`config.mk`:
```
export PLATFORM = sky130hd
export DESIGN_NAME = profile_table_resolver_core
export DESIGN_NICKNAME = d
export VERILOG_FILES = /design/src/sv/prt_pkg.sv /design/src/sv/prt_store.sv /design/src/sv/prt_ctrl.sv /design/src/sv/prt_resolve.sv /design/src/sv/profile_table_resolver_core.sv
export SDC_FILE = /design/constraint.sdc
export NUM_CORES = 2
export LEC_CHECK = 0
export BUFFER_PORTS_ARGS = -buffer_cell sky130_fd_sc_hd__buf_2
export CAP_MARGIN = 10
export CORE_ASPECT_RATIO = 1.75
export CORE_MARGIN = 2
export CORE_UTILIZATION = 35
export DETAILED_ROUTE_END_ITERATION = 16
export PLACE_DENSITY = 0.61
export SKIP_LAST_GASP = 1
export SLEW_MARGIN = 0
export SYNTH_ARGS = -nofsm -noshare
export SYNTH_HDL_FRONTEND = slang
export SYNTH_HIERARCHICAL = 1
export SYNTH_SLANG_ARGS = --single-unit
```
`constraint.sdc`:
```
create_clock -name aclk -period 12.1 [get_ports aclk]
set_clock_uncertainty 0.15 [all_clocks]
set_input_delay 2.42 -clock aclk [delete_from_list [all_inputs] [get_ports aclk]]
set_output_delay 2.42 -clock aclk [all_outputs]
set_load 0.005 [all_outputs]
```
`src/sv/prt_pkg.sv`:
```
// Shared types, constants and a helper function for the profile table resolver.
`default_nettype none

package prt_pkg;

    // Default number of profile slots.
    localparam int SLOT_COUNT_DEF = 64;

    // Field widths.
    localparam int ID_W   = 16;
    localparam int CAP_W  = 8;
    localparam int TRIG_W = 18;
    localparam int CAPO_W = 3;

    // Configuration register indexes.
    localparam logic [1:0] REG_FB_BIT_CAP   = 2'd0;
    localparam logic [1:0] REG_FB_DOWNGRADE = 2'd1;
    localparam logic [1:0] REG_FB_COMPRESS  = 2'd2;

    // Command codes; the last one is unassigned and only yields an all-zero result.
    localparam logic [1:0] CMD_CLEAR  = 2'd0;
    localparam logic [1:0] CMD_SET    = 2'd1;
    localparam logic [1:0] CMD_QUERY  = 2'd2;
    localparam logic [1:0] CMD_UNUSED = 2'd3;

    // Reset values of the fallback registers.
    localparam logic [CAP_W-1:0]  FB_BIT_CAP_RST   = 8'd4;
    localparam logic [TRIG_W-1:0] FB_DOWNGRADE_RST = 18'd0;
    localparam logic [TRIG_W-1:0] FB_COMPRESS_RST  = 18'd49152;

    // Q2.16 constants: 0.05 rounded to nearest, and 0.5.
    localparam logic [TRIG_W-1:0] Q_FIVE_HUNDREDTHS = 18'd3277;
    localparam logic [TRIG_W-1:0] Q_HALF            = 18'd32768;
    localparam logic [TRIG_W-1:0] Q_HEAVY_LIMIT     = 18'd36045;

    // Bit cap clamp limits.
    localparam logic [CAP_W-1:0] CAP_MIN = 8'd2;
    localparam logic [CAP_W-1:0] CAP_MAX = 8'd4;

    // Sequencer states.
    typedef enum logic [1:0] {
        ST_IDLE,
        ST_SCAN,
        ST_DRAIN,
        ST_DECIDE
    } prt_state_t;

    // One stored profile.
    typedef struct packed {
        logic [ID_W-1:0]   prof_key;
        logic [CAP_W-1:0]  bit_cap;
        logic [TRIG_W-1:0] downgrade_trigger;
        logic [TRIG_W-1:0] compress_trigger;
        logic              storage_heavy;
    } prt_profile_t;

    // One input item; the last member sits in the lowest bits.
    typedef struct packed {
        logic [TRIG_W-1:0] pressure;
        logic              storage_heavy;
        logic [TRIG_W-1:0] compress_trigger;
        logic [TRIG_W-1:0] downgrade_trigger;
        logic [CAP_W-1:0]  bit_cap;
        logic [ID_W-1:0]   prof_key;
        logic [1:0]        command;
    } prt_item_t;

    // One result item; the last member sits in the lowest bits.
    typedef struct packed {
        logic              compress_kv;
        logic [TRIG_W-1:0] downgrade_trigger_out;
        logic [CAPO_W-1:0] bit_cap_out;
        logic              stored;
        logic              found;
    } prt_result_t;

    // Outcome of one table scan, handed from the sequencer to the resolver.
    typedef struct packed {
        logic [1:0]        command;
        logic              hit;
        logic              free_found;
        logic [TRIG_W-1:0] pressure;
        prt_profile_t      prof;
    } prt_scan_t;

    localparam int ITEM_W   = $bits(prt_item_t);
    localparam int RESULT_W = $bits(prt_result_t);
    localparam int IN_TDATA_W  = ((ITEM_W + 7) / 8) * 8;
    localparam int OUT_TDATA_W = ((RESULT_W + 7) / 8) * 8;

    // Clamp a raw bit cap to the range two through four.
    function automatic logic [CAPO_W-1:0] clamp_cap(input logic [CAP_W-1:0] c);
        logic [CAPO_W-1:0] r;
        if (c < CAP_MIN) begin
            r = CAPO_W'(CAP_MIN);
        end else if (c > CAP_MAX) begin
            r = CAPO_W'(CAP_MAX);
        end else begin
            r = c[CAPO_W-1:0];
        end
        return r;
    endfunction

endpackage

`default_nettype wire

```
`src/sv/prt_store.sv`:
```
// Profile memory: one write port and one registered read port.
`default_nettype none

module prt_store #(
    parameter int SLOT_COUNT = prt_pkg::SLOT_COUNT_DEF,
    parameter int IDX_W      = (SLOT_COUNT > 1) ? $clog2(SLOT_COUNT) : 1
) (
    input  wire logic                  aclk,
    input  wire logic                  wr_en,
    input  wire logic [IDX_W-1:0]      wr_addr,
    input  wire prt_pkg::prt_profile_t wr_data,
    input  wire logic [IDX_W-1:0]      rd_addr,
    output prt_pkg::prt_profile_t      rd_data
);

    prt_pkg::prt_profile_t mem [SLOT_COUNT];
    prt_pkg::prt_profile_t rd_data_reg;

    // Write port.
    always_ff @(posedge aclk) begin
        if (wr_en) begin
            mem[wr_addr] <= wr_data;
        end
    end

    // Registered read port.
    always_ff @(posedge aclk) begin
        rd_data_reg <= mem[rd_addr];
    end

    assign rd_data = rd_data_reg;

endmodule

`default_nettype wire

```
`src/sv/prt_ctrl.sv`:
```
// Scan sequencer: slot valid bits, shared key comparator and the upsert write.
`default_nettype none

module prt_ctrl #(
    parameter int SLOT_COUNT = prt_pkg::SLOT_COUNT_DEF,
    parameter int IDX_W      = (SLOT_COUNT > 1) ? $clog2(SLOT_COUNT) : 1
) (
    input  wire logic                  aclk,
    input  wire logic                  aresetn,
    input  wire logic                  in_valid,
    output logic                       in_ready,
    input  wire prt_pkg::prt_item_t    in_item,
    input  wire logic                  out_free,
    output logic                       res_load,
    output prt_pkg::prt_scan_t         scan_res,
    output logic [IDX_W-1:0]           rd_addr,
    input  wire prt_pkg::prt_profile_t rd_data,
    output logic                       wr_en,
    output logic [IDX_W-1:0]           wr_addr,
    output prt_pkg::prt_profile_t      wr_data
);

    localparam logic [IDX_W-1:0] LAST_IDX = IDX_W'(SLOT_COUNT - 1);

    prt_pkg::prt_state_t   state_reg, state_next;
    prt_pkg::prt_item_t    item_reg, item_next;
    logic [IDX_W-1:0]      scan_idx_reg, scan_idx_next;
    logic                  cmp_vld_reg, cmp_vld_next;
    logic [IDX_W-1:0]      cmp_idx_reg, cmp_idx_next;
    logic                  cmp_vbit_reg, cmp_vbit_next;
    logic                  hit_reg, hit_next;
    logic [IDX_W-1:0]      hit_idx_reg, hit_idx_next;
    prt_pkg::prt_profile_t hit_prof_reg, hit_prof_next;
    logic                  free_reg, free_next;
    logic [IDX_W-1:0]      free_idx_reg, free_idx_next;
    logic [SLOT_COUNT-1:0] valid_reg, valid_next;
    logic                  key_match;
    logic                  slot_empty;

    // Control state.
    always_ff @(posedge aclk) begin
        if (!aresetn) begin
            state_reg   <= prt_pkg::ST_IDLE;
            valid_reg   <= '0;
            cmp_vld_reg <= 1'b0;
            hit_reg     <= 1'b0;
            free_reg    <= 1'b0;
        end else begin
            state_reg   <= state_next;
            valid_reg   <= valid_next;
            cmp_vld_reg <= cmp_vld_next;
            hit_reg     <= hit_next;
            free_reg    <= free_next;
        end
    end

    // Payload state.
    always_ff @(posedge aclk) begin
        item_reg     <= item_next;
        scan_idx_reg <= scan_idx_next;
        cmp_idx_reg  <= cmp_idx_next;
        cmp_vbit_reg <= cmp_vbit_next;
        hit_idx_reg  <= hit_idx_next;
        hit_prof_reg <= hit_prof_next;
        free_idx_reg <= free_idx_next;
    end

    // Shared comparator: one slot per cycle, aligned with the memory read data.
    assign key_match  = cmp_vld_reg && cmp_vbit_reg && (rd_data.prof_key == item_reg.prof_key);
    assign slot_empty = cmp_vld_reg && !cmp_vbit_reg;

    // Next state and outputs.
    always_comb begin
        state_next    = state_reg;
        item_next     = item_reg;
        scan_idx_next = scan_idx_reg;
        cmp_vld_next  = 1'b0;
        cmp_idx_next  = scan_idx_reg;
        cmp_vbit_next = valid_reg[scan_idx_reg];
        hit_next      = hit_reg;
        hit_idx_next  = hit_idx_reg;
        hit_prof_next = hit_prof_reg;
        free_next     = free_reg;
        free_idx_next = free_idx_reg;
        valid_next    = valid_reg;
        in_ready      = 1'b0;
        res_load      = 1'b0;
        wr_en         = 1'b0;
        wr_addr       = hit_reg ? hit_idx_reg : free_idx_reg;

        // Keep the lowest matching slot and the lowest free slot.
        if (key_match && !hit_reg) begin
            hit_next      = 1'b1;
            hit_idx_next  = cmp_idx_reg;
            hit_prof_next = rd_data;
        end
        if (slot_empty && !free_reg) begin
            free_next     = 1'b1;
            free_idx_next = cmp_idx_reg;
        end

        unique case (state_reg)
            prt_pkg::ST_IDLE: begin
                in_ready = 1'b1;
                if (in_valid) begin
                    item_next     = in_item;
                    hit_next      = 1'b0;
                    free_next     = 1'b0;
                    scan_idx_next = '0;
                    if (in_item.command == prt_pkg::CMD_CLEAR) begin
                        valid_next = '0;
                        state_next = prt_pkg::ST_DECIDE;
                    end else if (in_item.command == prt_pkg::CMD_SET ||
                                 in_item.command == prt_pkg::CMD_QUERY) begin
                        state_next = prt_pkg::ST_SCAN;
                    end else begin
                        state_next = prt_pkg::ST_DECIDE;
                    end
                end
            end
            prt_pkg::ST_SCAN: begin
                cmp_vld_next = 1'b1;
                if (scan_idx_reg == LAST_IDX) begin
                    state_next = prt_pkg::ST_DRAIN;
                end else begin
                    scan_idx_next = scan_idx_reg + 1'b1;
                end
            end
            prt_pkg::ST_DRAIN: begin
                state_next = prt_pkg::ST_DECIDE;
            end
            prt_pkg::ST_DECIDE: begin
                if (out_free) begin
                    res_load   = 1'b1;
                    state_next = prt_pkg::ST_IDLE;
                    if (item_reg.command == prt_pkg::CMD_SET && (hit_reg || free_reg)) begin
                        wr_en               = 1'b1;
                        valid_next[wr_addr] = 1'b1;
                    end
                end
            end
            default: begin
                state_next = prt_pkg::ST_IDLE;
            end
        endcase
    end

    assign rd_addr = scan_idx_reg;

    // Profile written by a set command.
    assign wr_data.prof_key          = item_reg.prof_key;
    assign wr_data.bit_cap           = item_reg.bit_cap;
    assign wr_data.downgrade_trigger = item_reg.downgrade_trigger;
    assign wr_data.compress_trigger  = item_reg.compress_trigger;
    assign wr_data.storage_heavy     = item_reg.storage_heavy;

    // Scan outcome for the resolver.
    assign scan_res.command    = item_reg.command;
    assign scan_res.hit        = hit_reg;
    assign scan_res.free_found = free_reg;
    assign scan_res.pressure   = item_reg.pressure;
    assign scan_res.prof       = hit_prof_reg;

endmodule

`default_nettype wire

```
`src/sv/prt_resolve.sv`:
```
// Result resolver: fallback selection, bit cap clamp and compress decision.
`default_nettype none

module prt_resolve (
    input  wire prt_pkg::prt_scan_t                 scan_res,
    input  wire logic [prt_pkg::CAP_W-1:0]          fb_bit_cap,
    input  wire logic [prt_pkg::TRIG_W-1:0]         fb_downgrade,
    input  wire logic [prt_pkg::TRIG_W-1:0]         fb_compress,
    output prt_pkg::prt_result_t                    result
);

    logic [prt_pkg::TRIG_W-1:0] base_trig;
    logic [prt_pkg::TRIG_W-1:0] heavy_trig;
    logic [prt_pkg::TRIG_W-1:0] eff_trig;

    // Stored profile's compress trigger, 0.05 lower if storage-heavy, min 0.5.
    always_comb begin
        base_trig = (scan_res.prof.compress_trigger != '0) ?
                    scan_res.prof.compress_trigger : fb_compress;
        heavy_trig = (base_trig >= prt_pkg::Q_HEAVY_LIMIT) ?
                     base_trig - prt_pkg::Q_FIVE_HUNDREDTHS : prt_pkg::Q_HALF;
        eff_trig = scan_res.prof.storage_heavy ? heavy_trig : base_trig;
    end

    // Result fields per command; fields a command leaves open are zero.
    always_comb begin
        result = '0;
        unique case (scan_res.command)
            prt_pkg::CMD_SET: begin
                result.stored = scan_res.hit || scan_res.free_found;
            end
            prt_pkg::CMD_QUERY: begin
                if (scan_res.hit) begin
                    result.found                 = 1'b1;
                    result.bit_cap_out           = prt_pkg::clamp_cap(scan_res.prof.bit_cap);
                    result.downgrade_trigger_out =
                        (scan_res.prof.downgrade_trigger != '0) ?
                        scan_res.prof.downgrade_trigger : fb_downgrade;
                    result.compress_kv           = (scan_res.pressure >= eff_trig);
                end else begin
                    result.bit_cap_out           = prt_pkg::clamp_cap(fb_bit_cap);
                    result.downgrade_trigger_out = fb_downgrade;
                    result.compress_kv           = (scan_res.pressure >= fb_compress);
                end
            end
            default: begin
                result = '0;
            end
        endcase
    end

endmodule

`default_nettype wire

```
`src/sv/profile_table_resolver_core.sv`:
```
// Top level of the profile table resolver: ports, fallback registers, result register.
//
// Input beats on s_* carry one command each: clear, set or query. A set updates
// the slot holding the same model id, else the lowest free slot, else it is
// dropped; a query resolves bit cap, downgrade trigger and compress decision.
// Every accepted beat yields exactly one result beat on m_*.
// Set and query walk all SLOT_COUNT slots through one memory read port and one
// key comparator, one slot per cycle; s_tready stays low from the accept through
// the scan, drain and decide states until the result is loaded into the output
// register. A clear, or an unused command code, skips the scan and goes straight
// to the decide state. One result waits in the output register, so the next beat
// is accepted while m_tready is low; the sequencer then holds in its final step
// until the output register drains. The fallback registers are written over
// cfg_*; the user must write them only while idle, as the block does not enforce
// it. Reset (aresetn low, synchronous) empties the table and loads the fallback
// defaults; no clearing pass is needed since slot valid bits reset at once.
`default_nettype none

module profile_table_resolver_core #(
    parameter int SLOT_COUNT = prt_pkg::SLOT_COUNT_DEF
) (
    input  wire logic                               aclk,
    input  wire logic                               aresetn,
    // command, model id, bit_cap, downgrade_trigger, compress_trigger,
    // storage_heavy, pressure (from bit 0 up, zero padded)
    input  wire logic [prt_pkg::IN_TDATA_W-1:0]     s_tdata,
    input  wire logic                               s_tvalid,
    output logic                                    s_tready,
    // found, stored, bit_cap_out, downgrade_trigger_out, compress_kv
    // (from bit 0 up)
    output logic [prt_pkg::OUT_TDATA_W-1:0]         m_tdata,
    output logic                                    m_tvalid,
    input  wire logic                               m_tready,
    input  wire logic                               cfg_wr_en,
    input  wire logic [1:0]                         cfg_index,
    input  wire logic [prt_pkg::TRIG_W-1:0]         cfg_wdata
);

    localparam int IDX_W = (SLOT_COUNT > 1) ? $clog2(SLOT_COUNT) : 1;

    logic [prt_pkg::CAP_W-1:0]  fb_bit_cap_reg;
    logic [prt_pkg::TRIG_W-1:0] fb_downgrade_reg;
    logic [prt_pkg::TRIG_W-1:0] fb_compress_reg;
    logic                       m_valid_reg;
    prt_pkg::prt_result_t       m_data_reg;

    prt_pkg::prt_item_t    in_item;
    prt_pkg::prt_scan_t    scan_res;
    prt_pkg::prt_result_t  result;
    prt_pkg::prt_profile_t rd_data;
    prt_pkg::prt_profile_t wr_data;
    logic [IDX_W-1:0]      rd_addr;
    logic [IDX_W-1:0]      wr_addr;
    logic                  wr_en;
    logic                  res_load;
    logic                  out_free;

    assign in_item  = prt_pkg::prt_item_t'(s_tdata[prt_pkg::ITEM_W-1:0]);
    assign out_free = !m_valid_reg || m_tready;

    // Fallback configuration registers.
    always_ff @(posedge aclk) begin
        if (!aresetn) begin
            fb_bit_cap_reg   <= prt_pkg::FB_BIT_CAP_RST;
            fb_downgrade_reg <= prt_pkg::FB_DOWNGRADE_RST;
            fb_compress_reg  <= prt_pkg::FB_COMPRESS_RST;
        end else if (cfg_wr_en) begin
            unique case (cfg_index)
                prt_pkg::REG_FB_BIT_CAP:   fb_bit_cap_reg   <= cfg_wdata[prt_pkg::CAP_W-1:0];
                prt_pkg::REG_FB_DOWNGRADE: fb_downgrade_reg <= cfg_wdata;
                prt_pkg::REG_FB_COMPRESS:  fb_compress_reg  <= cfg_wdata;
                default: begin
                end
            endcase
        end
    end

    prt_ctrl #(
        .SLOT_COUNT (SLOT_COUNT),
        .IDX_W      (IDX_W)
    ) u_ctrl (
        .aclk     (aclk),
        .aresetn  (aresetn),
        .in_valid (s_tvalid),
        .in_ready (s_tready),
        .in_item  (in_item),
        .out_free (out_free),
        .res_load (res_load),
        .scan_res (scan_res),
        .rd_addr  (rd_addr),
        .rd_data  (rd_data),
        .wr_en    (wr_en),
        .wr_addr  (wr_addr),
        .wr_data  (wr_data)
    );

    prt_store #(
        .SLOT_COUNT (SLOT_COUNT),
        .IDX_W      (IDX_W)
    ) u_store (
        .aclk    (aclk),
        .wr_en   (wr_en),
        .wr_addr (wr_addr),
        .wr_data (wr_data),
        .rd_addr (rd_addr),
        .rd_data (rd_data)
    );

    prt_resolve u_resolve (
        .scan_res     (scan_res),
        .fb_bit_cap   (fb_bit_cap_reg),
        .fb_downgrade (fb_downgrade_reg),
        .fb_compress  (fb_compress_reg),
        .result       (result)
    );

    // Output register: holds one result beat until the receiver takes it.
    always_ff @(posedge aclk) begin
        if (!aresetn) begin
            m_valid_reg <= 1'b0;
        end else if (res_load) begin
            m_valid_reg <= 1'b1;
        end else if (m_tready) begin
            m_valid_reg <= 1'b0;
        end
    end

    always_ff @(posedge aclk) begin
        if (res_load) begin
            m_data_reg <= result;
        end
    end

    assign m_tvalid = m_valid_reg;
    assign m_tdata  = prt_pkg::OUT_TDATA_W'(m_data_reg);

`ifndef SYNTHESIS
    // A result is never loaded over one the receiver has not taken.
    assert property (@(posedge aclk) disable iff (!aresetn)
        res_load |-> (!m_valid_reg || m_tready))
        else $error("result register overwritten before drain");

    // The block is busy in the cycle after it accepts a beat.
    assert property (@(posedge aclk) disable iff (!aresetn)
        (s_tvalid && s_tready) |=> !s_tready)
        else $error("input accepted on consecutive cycles");

    // A result never reports both a query hit and a stored profile.
    assert property (@(posedge aclk) disable iff (!aresetn)
        m_tvalid |-> !(m_data_reg.found && m_data_reg.stored))
        else $error("found and stored both set");

    // The resolved bit cap is zero or within two through four.
    assert property (@(posedge aclk) disable iff (!aresetn)
        m_tvalid |-> (m_data_reg.bit_cap_out == 3'd0 || m_data_reg.bit_cap_out == 3'd2 ||
                      m_data_reg.bit_cap_out == 3'd3 || m_data_reg.bit_cap_out == 3'd4))
        else $error("bit cap out of range");
`endif

endmodule

`default_nettype wire

```
==> impl_metrics.ini <==
[setup_path]
arrival_ps = 6810
cp_common_cell = buf_4
setup.worst_path.start_class = input pin
cpPeakStageDelay_ps = 910
crit_required_ps = 12490
path_cells = buf_2 -> nand2b_1 -> and2_1 -> buf_4 -> nor4b_1 -> buf_4 -> nor2b_1 -> nand2_1 -> nor2_4 -> buf_4 -> buf_4
crit_path_end_kind = register
crit_type = in2reg
slowest_stage = nor2_4
critPathMaxFanout = 29

[layout]
largest_reg_flops = 3904
nets = 7916
instances_no_fill = 14210
finalInstanceArea_mm2 = 0.1828
num-fill-cells = 40270
syn_to_final_growth_pct = 13.11
drive_above_1_share_pct = 25.95
seqCellArea_mm2 = 0.1259
multiInputGateArea_mm2 = 0.03416

[sta]
rsz0062_at_grt = no
setup_violations = 0
hold_violations = 0
slew_headroom_pct = 5.234
drv_slew = 0
fmax_ghz = 0.1559
whs_ps = 255.5
min_period_ps = 6415
setup-tns-final_ps = 0
post-route-period-util_pct = 53.02
worst_pin_slew_ps = 1382

[floorplan]
dieHeight_um = 902.8
coreArea_mm2 = 0.4604
dieArea_mm2 = 0.4673
rows = 330
initial_core_util_pct = 35.10
die_w_um = 517.6
io_pins = 139

[placed_design]
gp_congestion = 0.8599
place_hpwl_mm = 262.3
placedCellCount = 13540
dpl_cell_area_mm2 = 0.1709
port_buffers = 131

[routing]
wire_per_inst_um = 32.46
drtIter0Drc = 9192
viasPerCell = 5.576
drtPass1Iterations = 6
route.antenna.remaining_nets = 0
route.detailed.drc = 0
vias = 79230
routed_wl_mm = 461.2

[synthesis]
ys_warn_count = 6
synth_area_mm2 = 0.1616
syn_nets = 7539
synthCells = 7381
avgSynthCellArea_um2 = 21.89

[clocking]
holdBufCountCts = 0
path_clk_slew_ps = 70
cts_buffers = 354
clk_path_buf_depth = 4
ctsHtreeMaxLevel = 5
cts_root_buf = clkbuf_16
post_cts_buffers = 0
cts_tree = yes
cts_sinks = 4254
insertion_delay_ps = 970
cts-resized-gates = 0

[global_route]
grt_pass1_wl_mm = 637.0
grt_pass1_vias = 81230
antenna_found_initial = 34
grt_overflow_total = 0
grt_max_degree = 106
grt_usage_pct = 19.32

[power_and_ir_drop]
power_mw = 39.60
power_density_mw_per_mm2 = 216.7
p_leak_nw = 56.16
vdd_drop_max_mv = 0.2340

[outcome]
status = finished clean

[run]
maxCapViolCount = 0

[min_path]
hold_path_class = reg2reg
-- layout make-up --
type	count	share of cell area (%)
Inverter	40	0.08215
Clock buffer	443	5.200
Multi-Input combinational cell	2691	18.69
Clock inverter	197	1.235
Sequential cell	4254	68.90
Timing Repair Buffer	417	1.650
Antenna cell	26	0.03560
Tap cell	6142	4.205
-- per-layer routing --
layer  global-route usage (%)  share of wire (%)  vias up
met5                        0              0.019        -
met2                    35.87                 54     3587
met1                    21.67                 34    43170
met4                    9.476                5.4       12
met3                    2.566                6.9      796
li1                         -                  -    31670
-- through the flow --
step                utilization [%]  worst slack (ps)
floorplan                         -              3002
CTS                           39.68              5858
detailed placement            37.13              4867
global route                  39.70              5591
finish                        39.70              5685
global placement              37.13              4823
-- worst max-delay path: cells and delay by family --
family	cells	cell delay [ps]
AND/OR/NAND/NOR	6	2280
buffers and inverters	5	1940
-- report_power, final --
group          internal, mW  switching, mW  total [mW]
Clock                  6.53           5.30        11.8
Sequential             17.1          0.239        17.3
Combinational          3.89           6.58        10.5
Total                  27.5           12.1        39.6
-- layout by cell type, fill, tap and decap left out, types with 43 or more instances in the layout --
master,count
nor2_1,253
buf_2,131
a221oi_1,100
a21oi_1,185
edfxtp_1,4072
o221ai_1,50
clkbuf_1,68
o22ai_1,111
clkinv_1,54
mux2i_1,224
nor2_4,64
clkbuf_16,363
ha_1,45
buf_4,269
clkinv_2,50
dfxtp_1,181
bufinv_16,43
mux4_2,1013
o21ai_0,126
nand2_1,205
-- final timing paths --
path | startpoint | endpoint | slack [ps] | cells past startpoint
hold reg to reg | u_store/rd_data[14] | u_ctrl/scan_res[14] | 260 | 0
setup reg to reg | u_ctrl/scan_res[3] | m_tdata[23] | 6550 | 19
setup / recovery | m_tready | u_store/mem[10][14] | 5680 | 11
hold / removal | u_store/rd_data[14] | u_ctrl/scan_res[14] | 260 | 0
(Power assumes the default switching activity.)
